[src/rtl/mfbc_pkg.sv]
// Package for the frame builder: queue command type, type tables and CRC fold.
`default_nettype none
package mfbc_pkg;

	localparam int PREAMBLE_LEN_DEF = 4;
	localparam int QUEUE_DEPTH_DEF  = 4;

	// message type codes
	localparam logic [1:0] TYPE_CONTROL   = 2'd0;
	localparam logic [1:0] TYPE_SIGNAL    = 2'd1;
	localparam logic [1:0] TYPE_AUTOPILOT = 2'd2;
	localparam logic [1:0] TYPE_UNKNOWN   = 2'd3;

	// func codes
	localparam logic FUNC_START   = 1'b0;
	localparam logic FUNC_PAYLOAD = 1'b1;

	// command handed from front to back
	typedef struct packed {
		logic        is_start;  // preamble run, else one payload byte
		logic [7:0]  data;      // marker or payload byte
		logic        crc_tail;  // CRC bytes follow
		logic [15:0] crc;       // CRC to send when crc_tail is set
	} cmd_t;

	function automatic logic [7:0] marker_of(input logic [1:0] t);
		logic [7:0] m;
		case (t)
			TYPE_CONTROL:   m = 8'h24;
			TYPE_SIGNAL:    m = 8'h25;
			TYPE_AUTOPILOT: m = 8'h5E;
			default:        m = 8'h61;
		endcase
		return m;
	endfunction

	function automatic logic [5:0] length_of(input logic [1:0] t);
		logic [5:0] n;
		case (t)
			TYPE_CONTROL:   n = 6'd48;
			TYPE_SIGNAL:    n = 6'd8;
			TYPE_AUTOPILOT: n = 6'd32;
			default:        n = 6'd0;
		endcase
		return n;
	endfunction

	// shift-based CRC-16, polynomial 0x1021, one byte
	function automatic logic [15:0] crc_fold(input logic [15:0] crc, input logic [7:0] b);
		logic [15:0] c;
		c = {crc[7:0], crc[15:8]};
		c = c ^ {8'h00, b};
		c = c ^ {12'h000, c[7:4]};
		c = c ^ {c[3:0], 12'h000};
		c = c ^ {3'b000, c[7:0], 5'b00000};
		return c;
	endfunction

endpackage
`default_nettype wire

[src/rtl/mfbc_queue.sv]
// Short command queue between front and back.
`default_nettype none
module mfbc_queue #(
	parameter int DEPTH = mfbc_pkg::QUEUE_DEPTH_DEF
) (
	input  wire logic          clk,
	input  wire logic          arst_n,
	input  wire logic          push,
	input  wire mfbc_pkg::cmd_t push_data,
	output logic               full,
	input  wire logic          pop,
	output mfbc_pkg::cmd_t     pop_data,
	output logic               not_empty
);
	localparam int AW = (DEPTH > 1) ? $clog2(DEPTH) : 1;
	localparam int CW = $clog2(DEPTH + 1);

	mfbc_pkg::cmd_t entry_q [DEPTH];
	logic [AW-1:0]  wr_ptr_q, rd_ptr_q;
	logic [CW-1:0]  count_q;
	logic           do_push, do_pop;

	assign full      = (count_q == CW'(DEPTH));
	assign not_empty = (count_q != '0);
	assign do_push   = push && !full;
	assign do_pop    = pop && not_empty;
	assign pop_data  = entry_q[rd_ptr_q];

	// storage
	always_ff @(posedge clk) begin
		if (do_push) entry_q[wr_ptr_q] <= push_data;
	end

	// pointers and fill count
	always_ff @(posedge clk or negedge arst_n) begin
		if (!arst_n) begin
			wr_ptr_q <= '0;
			rd_ptr_q <= '0;
			count_q  <= '0;
		end else begin
			if (do_push) wr_ptr_q <= (wr_ptr_q == AW'(DEPTH - 1)) ? '0 : wr_ptr_q + 1'b1;
			if (do_pop)  rd_ptr_q <= (rd_ptr_q == AW'(DEPTH - 1)) ? '0 : rd_ptr_q + 1'b1;
			if (do_push && !do_pop)      count_q <= count_q + 1'b1;
			else if (do_pop && !do_push) count_q <= count_q - 1'b1;
		end
	end

	a_count_bound: assert property (@(posedge clk) disable iff (!arst_n)
		count_q <= CW'(DEPTH)) else $error("queue count beyond depth");
	a_ptrs_equal_when_empty: assert property (@(posedge clk) disable iff (!arst_n)
		(count_q == '0) |-> (wr_ptr_q == rd_ptr_q)) else $error("queue pointers disagree");

endmodule
`default_nettype wire

[src/rtl/mfbc_front.sv]
// Front end: accepts items, keeps frame state and CRC, issues commands.
`default_nettype none
module mfbc_front (
	input  wire logic          clk,
	input  wire logic          arst_n,
	input  wire logic          in_valid,
	output logic               in_stall,
	input  wire logic          func,
	input  wire logic [1:0]    msg_type,
	input  wire logic [7:0]    payload_byte,
	output logic               push,
	output mfbc_pkg::cmd_t     push_data,
	input  wire logic          q_full
);
	logic        in_frame_q;
	logic [5:0]  bytes_left_q;
	logic [15:0] crc_q;
	logic        accept;
	logic [15:0] crc_next;
	logic [5:0]  len_start;

	assign in_stall  = q_full;
	assign accept    = in_valid && !q_full;
	assign crc_next  = mfbc_pkg::crc_fold(crc_q, payload_byte);
	assign len_start = mfbc_pkg::length_of(msg_type);

	// classify the item into a command
	always_comb begin
		push      = 1'b0;
		push_data = '0;
		if (accept) begin
			if (func == mfbc_pkg::FUNC_START) begin
				push               = 1'b1;
				push_data.is_start = 1'b1;
				push_data.data     = mfbc_pkg::marker_of(msg_type);
				push_data.crc_tail = (len_start == '0);
				push_data.crc      = '0;
			end else if (in_frame_q) begin
				push               = 1'b1;
				push_data.is_start = 1'b0;
				push_data.data     = payload_byte;
				push_data.crc_tail = (bytes_left_q == 6'd1);
				push_data.crc      = crc_next;
			end
		end
	end

	// frame state
	always_ff @(posedge clk or negedge arst_n) begin
		if (!arst_n) begin
			in_frame_q   <= 1'b0;
			bytes_left_q <= '0;
			crc_q        <= '0;
		end else if (accept) begin
			if (func == mfbc_pkg::FUNC_START) begin
				crc_q        <= '0;
				bytes_left_q <= len_start;
				in_frame_q   <= (len_start != '0);
			end else if (in_frame_q) begin
				crc_q        <= crc_next;
				bytes_left_q <= bytes_left_q - 1'b1;
				if (bytes_left_q == 6'd1) in_frame_q <= 1'b0;
			end
		end
	end

	a_open_frame_has_bytes: assert property (@(posedge clk) disable iff (!arst_n)
		in_frame_q |-> (bytes_left_q != '0)) else $error("open frame with no bytes left");

endmodule
`default_nettype wire

[src/rtl/mfbc_back.sv]
// Back end: expands commands into output bytes through an output register.
`default_nettype none
module mfbc_back #(
	parameter int PREAMBLE_LEN = mfbc_pkg::PREAMBLE_LEN_DEF
) (
	input  wire logic          clk,
	input  wire logic          arst_n,
	input  wire logic          q_not_empty,
	input  wire mfbc_pkg::cmd_t q_data,
	output logic               pop,
	output logic               out_valid,
	input  wire logic          out_stall,
	output logic [7:0]         out_byte,
	output logic               run_last,
	output logic               frame_end
);
	localparam int IW = $clog2(PREAMBLE_LEN + 2);

	mfbc_pkg::cmd_t cur_q;
	logic           cur_valid_q;
	logic [IW-1:0]  idx_q;
	logic           out_valid_q;
	logic [7:0]     byte_q;
	logic           last_q, fend_q;

	logic [IW-1:0]  head_len;
	logic           is_lo, is_hi, last_now, advance;
	logic [7:0]     byte_now;

	// select the byte at the current position
	always_comb begin
		head_len = cur_q.is_start ? IW'(PREAMBLE_LEN) : IW'(1);
		is_lo    = (idx_q == head_len);
		is_hi    = (idx_q == head_len + 1'b1);
		if (is_hi)
			byte_now = cur_q.crc[15:8];
		else if (is_lo)
			byte_now = cur_q.crc[7:0];
		else if (cur_q.is_start && idx_q == IW'(PREAMBLE_LEN - 1))
			byte_now = 8'h00;
		else
			byte_now = cur_q.data;
		last_now = cur_q.crc_tail ? is_hi : (idx_q == head_len - 1'b1);
	end

	assign advance = cur_valid_q && (!out_valid_q || !out_stall);
	assign pop     = q_not_empty && (!cur_valid_q || (advance && last_now));

	// sequencer
	always_ff @(posedge clk or negedge arst_n) begin
		if (!arst_n) begin
			cur_valid_q <= 1'b0;
			idx_q       <= '0;
		end else if (pop) begin
			cur_valid_q <= 1'b1;
			idx_q       <= '0;
		end else if (advance) begin
			if (last_now) cur_valid_q <= 1'b0;
			else          idx_q       <= idx_q + 1'b1;
		end
	end

	always_ff @(posedge clk) begin
		if (pop) cur_q <= q_data;
	end

	// output register
	always_ff @(posedge clk or negedge arst_n) begin
		if (!arst_n)         out_valid_q <= 1'b0;
		else if (advance)    out_valid_q <= 1'b1;
		else if (!out_stall) out_valid_q <= 1'b0;
	end

	always_ff @(posedge clk) begin
		if (advance) begin
			byte_q <= byte_now;
			last_q <= last_now;
			fend_q <= is_hi;
		end
	end

	assign out_valid = out_valid_q;
	assign out_byte  = byte_q;
	assign run_last  = last_q;
	assign frame_end = fend_q;

	a_end_is_last: assert property (@(posedge clk) disable iff (!arst_n)
		(out_valid_q && fend_q) |-> last_q) else $error("frame end without run end");
	a_idx_in_range: assert property (@(posedge clk) disable iff (!arst_n)
		cur_valid_q |-> (idx_q <= head_len + 1'b1)) else $error("sequencer index overrun");

endmodule
`default_nettype wire

[src/rtl/message_frame_builder_crc16.sv]
// Path: item -> command queue -> back-end sequencer -> output register.
// Throughput: one byte per cycle while out_stall is low; a start item gives
// PREAMBLE_LEN bytes (+2 CRC if zero-length), a payload byte 1 (+2 if last).
// The back-end sequencer sets the rate; a 4-entry command queue absorbs bursts.
// Reset: asynchronous, clears frame state, CRC, queue and output valid; no sweep.
// Top level: frame builder with CRC-16, front, queue and back.
`default_nettype none
module message_frame_builder_crc16 #(
	parameter int PREAMBLE_LEN = mfbc_pkg::PREAMBLE_LEN_DEF,
	parameter int QUEUE_DEPTH  = mfbc_pkg::QUEUE_DEPTH_DEF
) (
	input  wire logic       clk,
	input  wire logic       arst_n,
	input  wire logic       in_valid,
	output logic            in_stall,
	input  wire logic       func,
	input  wire logic [1:0] msg_type,
	input  wire logic [7:0] payload_byte,
	output logic            out_valid,
	input  wire logic       out_stall,
	output logic [7:0]      out_byte,
	output logic            run_last,
	output logic            frame_end
);
	logic           push, q_full, pop, q_not_empty;
	mfbc_pkg::cmd_t push_data, q_data;

	mfbc_front u_front (
		.clk, .arst_n, .in_valid, .in_stall, .func, .msg_type, .payload_byte,
		.push, .push_data, .q_full
	);

	mfbc_queue #(.DEPTH(QUEUE_DEPTH)) u_queue (
		.clk, .arst_n, .push, .push_data, .full(q_full),
		.pop, .pop_data(q_data), .not_empty(q_not_empty)
	);

	mfbc_back #(.PREAMBLE_LEN(PREAMBLE_LEN)) u_back (
		.clk, .arst_n, .q_not_empty, .q_data, .pop,
		.out_valid, .out_stall, .out_byte, .run_last, .frame_end
	);

endmodule
`default_nettype wire
[config.mk]
export PLATFORM = sky130hd
export DESIGN_NAME = message_frame_builder_crc16
export DESIGN_NICKNAME = d
export VERILOG_FILES = /design/src/rtl/mfbc_pkg.sv /design/src/rtl/mfbc_queue.sv /design/src/rtl/mfbc_front.sv /design/src/rtl/mfbc_back.sv /design/src/rtl/message_frame_builder_crc16.sv
export SDC_FILE = /design/constraint.sdc
export NUM_CORES = 1
export LEC_CHECK = 0
export ABC_AREA = 1
export BUFFER_PORTS_ARGS = -buffer_cell sky130_fd_sc_hd__buf_2
export CAP_MARGIN = 5
export CORE_MARGIN = 2
export CORE_UTILIZATION = 55
export CTS_CLUSTER_DIAMETER = 100
export CTS_CLUSTER_SIZE = 8
export DETAILED_ROUTE_END_ITERATION = 6
export PLACE_DENSITY = 0.74
export REMOVE_ABC_BUFFERS = 1
export SYNTH_ARGS = -nofsm -noshare
export SYNTH_HDL_FRONTEND = slang
export SYNTH_SLANG_ARGS = --single-unit
[constraint.sdc]
create_clock -name clk -period 2.6 [get_ports clk]
set_input_delay 0.26 -clock clk [delete_from_list [all_inputs] [get_ports clk]]
set_output_delay 0.26 -clock clk [all_outputs]
set_load 0.02 [all_outputs]
# == Word-level counts from Yosys, hierarchy flattened ==
# Memory sizes are Yosys's and may differ from the RTL's. A register that Yosys moved wholly into a read port is not among the register bits.
# Index checks and enable logic that the tools add are counted.
# word_totals
ff_bits,45
latchBits,0
mem_bits_rw,104
rom_bits,0
in_bits,15
output_inout_bits,12
elab_cells,99
memories,1
# classes
add_sub_neg,8
n_mul,0
n_div,0
order_cmp,0
n_eq_ne,13
shifts,0
muxes,34
n_bitwise,4
n_reduce_logical,27
# memory_table
memory,words,width,rd,rd_clocked_by_memory_dff,wr,line_no,text
u_queue.entry_q,4,26,1,1,1,mfbc_queue.sv:18,mfbc_pkg::cmd_t entry_q [DEPTH];
# op_table
cell,n
26-bit two-way mux,2
16-bit two-way mux,2
25-bit two-way mux,1
8-bit two-way mux,3
7-bit one-hot mux with 3 select lines,1
3-bit two-way mux,6
6-bit one-hot mux with 3 select lines,1
16-bit by 13-bit XOR with 16-bit output,1
16-bit XOR,1
16-bit by 4-bit XOR with 16-bit output,1
16-bit by 8-bit XOR with 16-bit output,1
1-bit two-way mux,14
6-bit two-way mux,2
"3-bit by 1-bit adder with 3-bit output, second input constant",3
3-bit equality test,3
1-bit logical AND,9
"2-bit equality test, second input constant",3
"6-bit by 1-bit equality test with 1-bit output, second input constant",1
1-bit logical NOT,6
6-bit logical NOT,1
2-bit AND reduction,3
2-bit nonzero test,3
6-bit nonzero test,1
"3-bit by 1-bit subtractor with 3-bit output, second input constant",2
other kinds (11),15

# == Logic depth before layout (Yosys ltp) ==
# depth
depth_word,11
ltp_mapped,14
ltp_nobuf,14

# == Hierarchy ==
# From an unflattened synthesis, not the netlist that was laid out.
# hier_totals
hier_cells,766
area_unflattened_um2,8207.9
# modules_own_cells
module,n_inst,cells_each,area_per_inst_um2,seq_area_each_um2
mfbc_queue,1,363,4699.5,3298.2
mfbc_front,1,264,1759.2,575.6
mfbc_back,1,139,1749.2,1206.2

# == Worst setup path after synthesis ==
# OpenSTA, ideal clock, no wires.
# synth_path
path_type,reg2reg
from,register u_queue.count_q[0]
to,memory u_queue.entry_q[0][0] (netlist bit) (enable)
setup_ns,0.409
arrival_ns,2.076
required_ns,2.191
setup_slack_ns,0.115
path_stages_with_launch,8
n_path_buf,1
period_less_slack_ns,2.485
cell_sequence,dfrtp_1 > inv_1 > nand3_2 > nand2_4 > inv_2 > o21ai_2 > buf_2 > nor2_1
# synth_between
elab_chain_cells,7
# synth_rtl
element,line_no,text
from (decl),mfbc_queue.sv:20,logic [CW-1:0] count_q;
from (signal assigned),mfbc_queue.sv:43,if (do_push && !do_pop) count_q <= count_q + 1'b1;
from (signal assigned),mfbc_queue.sv:44,else if (do_pop && !do_push) count_q <= count_q - 1'b1;
3-bit equality test (*),mfbc_queue.sv:23,assign full = (count_q == CW'(DEPTH));
1-bit logical NOT (*),"mfbc_queue.sv:25, mfbc_front.sv:23",
1-bit logical AND,mfbc_front.sv:23,assign accept = in_valid && !q_full;
1-bit two-way mux,mfbc_front.sv:31,if (accept) begin
1-bit logical AND (*),mfbc_queue.sv:25,assign do_push = push && !full;
1-bit two-way mux (*),mfbc_queue.sv:31,if (do_push) entry_q[wr_ptr_q] <= push_data;
1-bit two-way mux (implied by the code) (*),mfbc_queue.sv:31,
to (decl),mfbc_queue.sv:18,
# Every way passes the cells marked *; elsewhere a longest branch is shown, timed or not.

# == Worst setup path after layout ==
# layout_path
from,register u_back.cur_q[25] (netlist name)
to,register u_queue.count_q[2]
# layout_between
elab_chain_cells,11
word_cells_on_any_way,15
classes_between,add/sub: 2; eq/ne: 2; mux: 3; reduce/logical: 8
# layout_rtl
element,line_no,text
3-bit two-way mux (*),mfbc_back.sv:32,head_len = cur_q.is_start ? IW'(PREAMBLE_LEN) : IW'(1);
3-bit by 1-bit subtractor with 3-bit output / 3-bit by 1-bit adder with 3-bit output (equally long branches),"mfbc_back.sv:43, mfbc_back.sv:34",
3-bit equality test (on tied branches),"mfbc_back.sv:43, mfbc_back.sv:34",
1-bit two-way mux (*),mfbc_back.sv:43,last_now = cur_q.crc_tail ? is_hi : (idx_q == head_len - 1'b1);
1-bit logical AND (*),mfbc_back.sv:47,assign pop = q_not_empty && (!cur_valid_q || (advance && last_now));
1-bit logical OR (*),mfbc_back.sv:47,
1-bit logical AND (*),mfbc_back.sv:47,
1-bit logical AND (*),mfbc_queue.sv:26,assign do_pop = pop && not_empty;
1-bit logical NOT,mfbc_queue.sv:43,
1-bit logical AND,mfbc_queue.sv:43,
3-bit two-way mux / 2-bit nonzero test (equally long branches),-,
# Marks and branches as above.
# A chain may end at the register's enable or synchronous reset.

==> results.txt <==
gr ovfl total - 0
WS Path Type - reg2reg
WP data required - 2.91 ns
antenna cells - 0
asr flop ratio synth - 0.200
maximum root-to-sink buffer count - 2
max-cap violation count - 0
Data arrival, critical path - 2.63 ns
RR Endpoint - u_queue.count_q[2]
reg-to-reg setup timing slack - 0.29 ns
R2R cell count - 13
P per Cell Area - 1190 nW/µm²
Clock Root Buffer - clkbuf_16
post-synthesis register bit count - 175
post-synth cell types - 35
CP max stage cell - edfxtp_1
Num Clock Sinks - 175
placed insts - 810
commonest cells after routing, fill and taps aside - edfxtp_1, nor2_1, o21ai_0, nand2_1, inv_1
CP cell instances - inv_2, nand2_1, nand2_1, nand2_1, nand3_2, nand2_4, nand2_4, ha_1, inv_1, fa_1, a21oi_1, o21ai_0, xnor2_1
post-cts sizing count - 0
Met2 Routed Length - 7370 µm
crit path max fanout - 6
Slew HR - 0.433
vias per cell - 5.47
main area contributors after synthesis - edfxtp_1, dfrtp_1, o21ai_0
top layer used by detailed routing - met4
average size of a mapped cell - 11.9 µm²
Tmin final - 2.31 ns
fin crit share - 0.890
Setup Skew - 0.00921 ns
DIE HEIGHT - 120 µm
status - finished clean
WHS - 0.0769 ns
actual slew at the worst max-slew pin - 0.850 ns
CTS tree - done
Clk Latency, worst-skew pair - 0.44 ns
ys flop type - edfxtp_1
CP peak stage delay - 0.48 ns
Final Setup Violations - 0
Final Hold Fails - 0
RSZ-0062 raised after global routing - false
Critical Path Sink Type - register
Layout Area Growth over Synthesis - 13.4%
worst min path class - in2reg
GRT Resource Usage Total - 0.221
fill count - 990
num rows - 42
core area - 13,100 µm²
share of cells above drive strength 1 - 0.148
hold worst-path end - u_back.out_valid
ANT nets after route - 0
area of the multi-input gates - 1980 µm²
Final Power - 9.86 mW
hold-critical path depth - 3
synthesized cell area - 7340 µm²
H-tree depth - 4
Worst Setup Start Kind - register
EDFF count, synth - 140
vias in the first global route - 4,550
First DRT Iteration DRCs - 570
Final #Nets - 680
commonest non-fill, non-tap cell in the layout - edfxtp_1
Placer Congestion - 0.807
top-area cell type share of the netlist area - 0.573
DP HPWL - 9400 µm
Fmax achieved - 432 MHz
register area - 5080 µm²
dominant cell type by area after synthesis - edfxtp_1
peak supply drop - 0.537 mV
Leakage - 3.21 nW
wire per inst - 17.3 µm
initial core utilization - 0.559
DR pass1 iterations - 5
WL met3 - 690 µm
clock transition at the registers of the reported paths - 0.06 ns
post-synthesis sequential area ratio - 0.692
Total Wirelength - 14,600 µm
DRC violation count after routing - 0
Layout Cells excl Fill - 843
I/O pin cnt - 27
Cells after Synth - 617
Synth Warn # - 0
largest net degree at the start of global routing - 56
HP Start - out_stall
fin util - 0.633
die area - 14,300 µm²
Fin Setup TNS - 0 ns
CP most frequent cell - nand2_1
Buffers on Ports - 26
die width - 120 µm
Met1 Wirelength - 6260 µm
first-pass GRT wire length - 23,400 µm
reg2reg start - u_back.cur_q[25]
DR vias - 4,611
Final Max Slew Viols - 0
total CTS buffers - 17
initial antenna violation count - 0
## area by class of cell
class	count	area share
clock buffer	17	0.0511
sequential	175	0.611
multi-input combinational	367	0.237
clock inverter	15	0.0205
tap	176	0.0265
inverter	53	0.0239
timing repair buffer	40	0.0301
## worst max path at each step
stage                        from               endpoint  slack, ns  depth (start not counted)
2_1_floorplan  u_queue.count_q[0]  u_queue.entry_q[0][0]       0.12                          6
3_3_place_gp     u_back.cur_q[25]     u_queue.count_q[2]       0.42                         13
3_5_place_dp     u_back.cur_q[25]     u_queue.count_q[2]       0.31                         13
4_1_cts          u_back.cur_q[25]     u_queue.count_q[2]       0.29                         13
5_1_grt          u_back.cur_q[25]     u_queue.count_q[1]       0.05                         13
6_report         u_back.cur_q[25]     u_queue.count_q[2]       0.29                         13
## cell usage after synthesis (2+ instances only)
library cell,n
nor3_1,2
dfrtp_1,35
xnor2_1,12
o21ai_0,80
inv_2,7
clkbuf_1,11
buf_1,3
a21oi_1,19
edfxtp_1,140
xor2_1,5
ha_1,10
inv_1,45
nand3_2,2
nand3_1,13
nand2_1,74
buf_2,7
o22ai_1,36
nor2_1,87
o21ai_1,4
nand2_4,6
nand2_2,5
## critical path: cells and delay by family, from the launching register on
| kind | cells | cell delay, ns |
|---|---|---|
| and+or+nand+nor | 6 | 0.62 |
| adders and majority gates | 2 | 0.52 |
| DFF | 1 | 0.48 |
| AOI/OAI and AO/OA | 2 | 0.27 |
| buffers and inverters | 2 | 0.17 |
| xor gates and xnor gates | 1 | 0.15 |
## logic make-up after synthesis
family / Yosys count / share of synthesized area
and+or+nand+nor: 194 / 0.118
adders and majority gates: 11 / 0.0198
xor gates and xnor gates: 19 / 0.0247
buffers and inverters: 75 / 0.0401
AOI/OAI and AO/OA: 143 / 0.105
DFF: 175 / 0.692
## flip-flops by register name, indices dropped and copies added, names as in the netlist
signal                count
u_back.frame_end          1
u_queue.count_q           3
u_back.cur_valid_q        1
u_queue.rd_ptr_q          2
u_front.bytes_left_q      6
u_back.idx_q              3
u_queue.wr_ptr_q          2
u_queue.entry_q         104
u_front.in_frame_q        1
u_back.out_byte           8
u_back.cur_q             26
u_back.out_valid          1
u_back.run_last           1
u_front.crc_q            16
## layer usage
metal	vias up	track usage
li1	2232	-
met1	2216	0.286
met2	137	0.361
met3	26	0.0566
met4	0	0.0838
met5	-	0
## power breakdown
| group | internal (mW) | total, mW | switching, mW |
|---|---|---|---|
| Clock | 1.50 | 2.56 | 1.06 |
| Combinational | 0.964 | 3.06 | 2.10 |
| Sequential | 3.95 | 4.24 | 0.283 |
| Total | 6.42 | 9.86 | 3.44 |
## what timing repair did
item,4_1_cts,5_1_grt
hold buffers,1,0
setup buffers,0,0
hold endpoints to repair,35,0
## stage by stage
step           instance area, µm²  setup slack [ns]
3_3_place_gp                 7710             0.418
5_1_grt                      8320            0.0469
6_report                     8320             0.285
2_1_floorplan                7240             0.116
3_5_place_dp                 7710             0.311
4_1_cts                      8320             0.289
(Power assumes the default switching activity.)
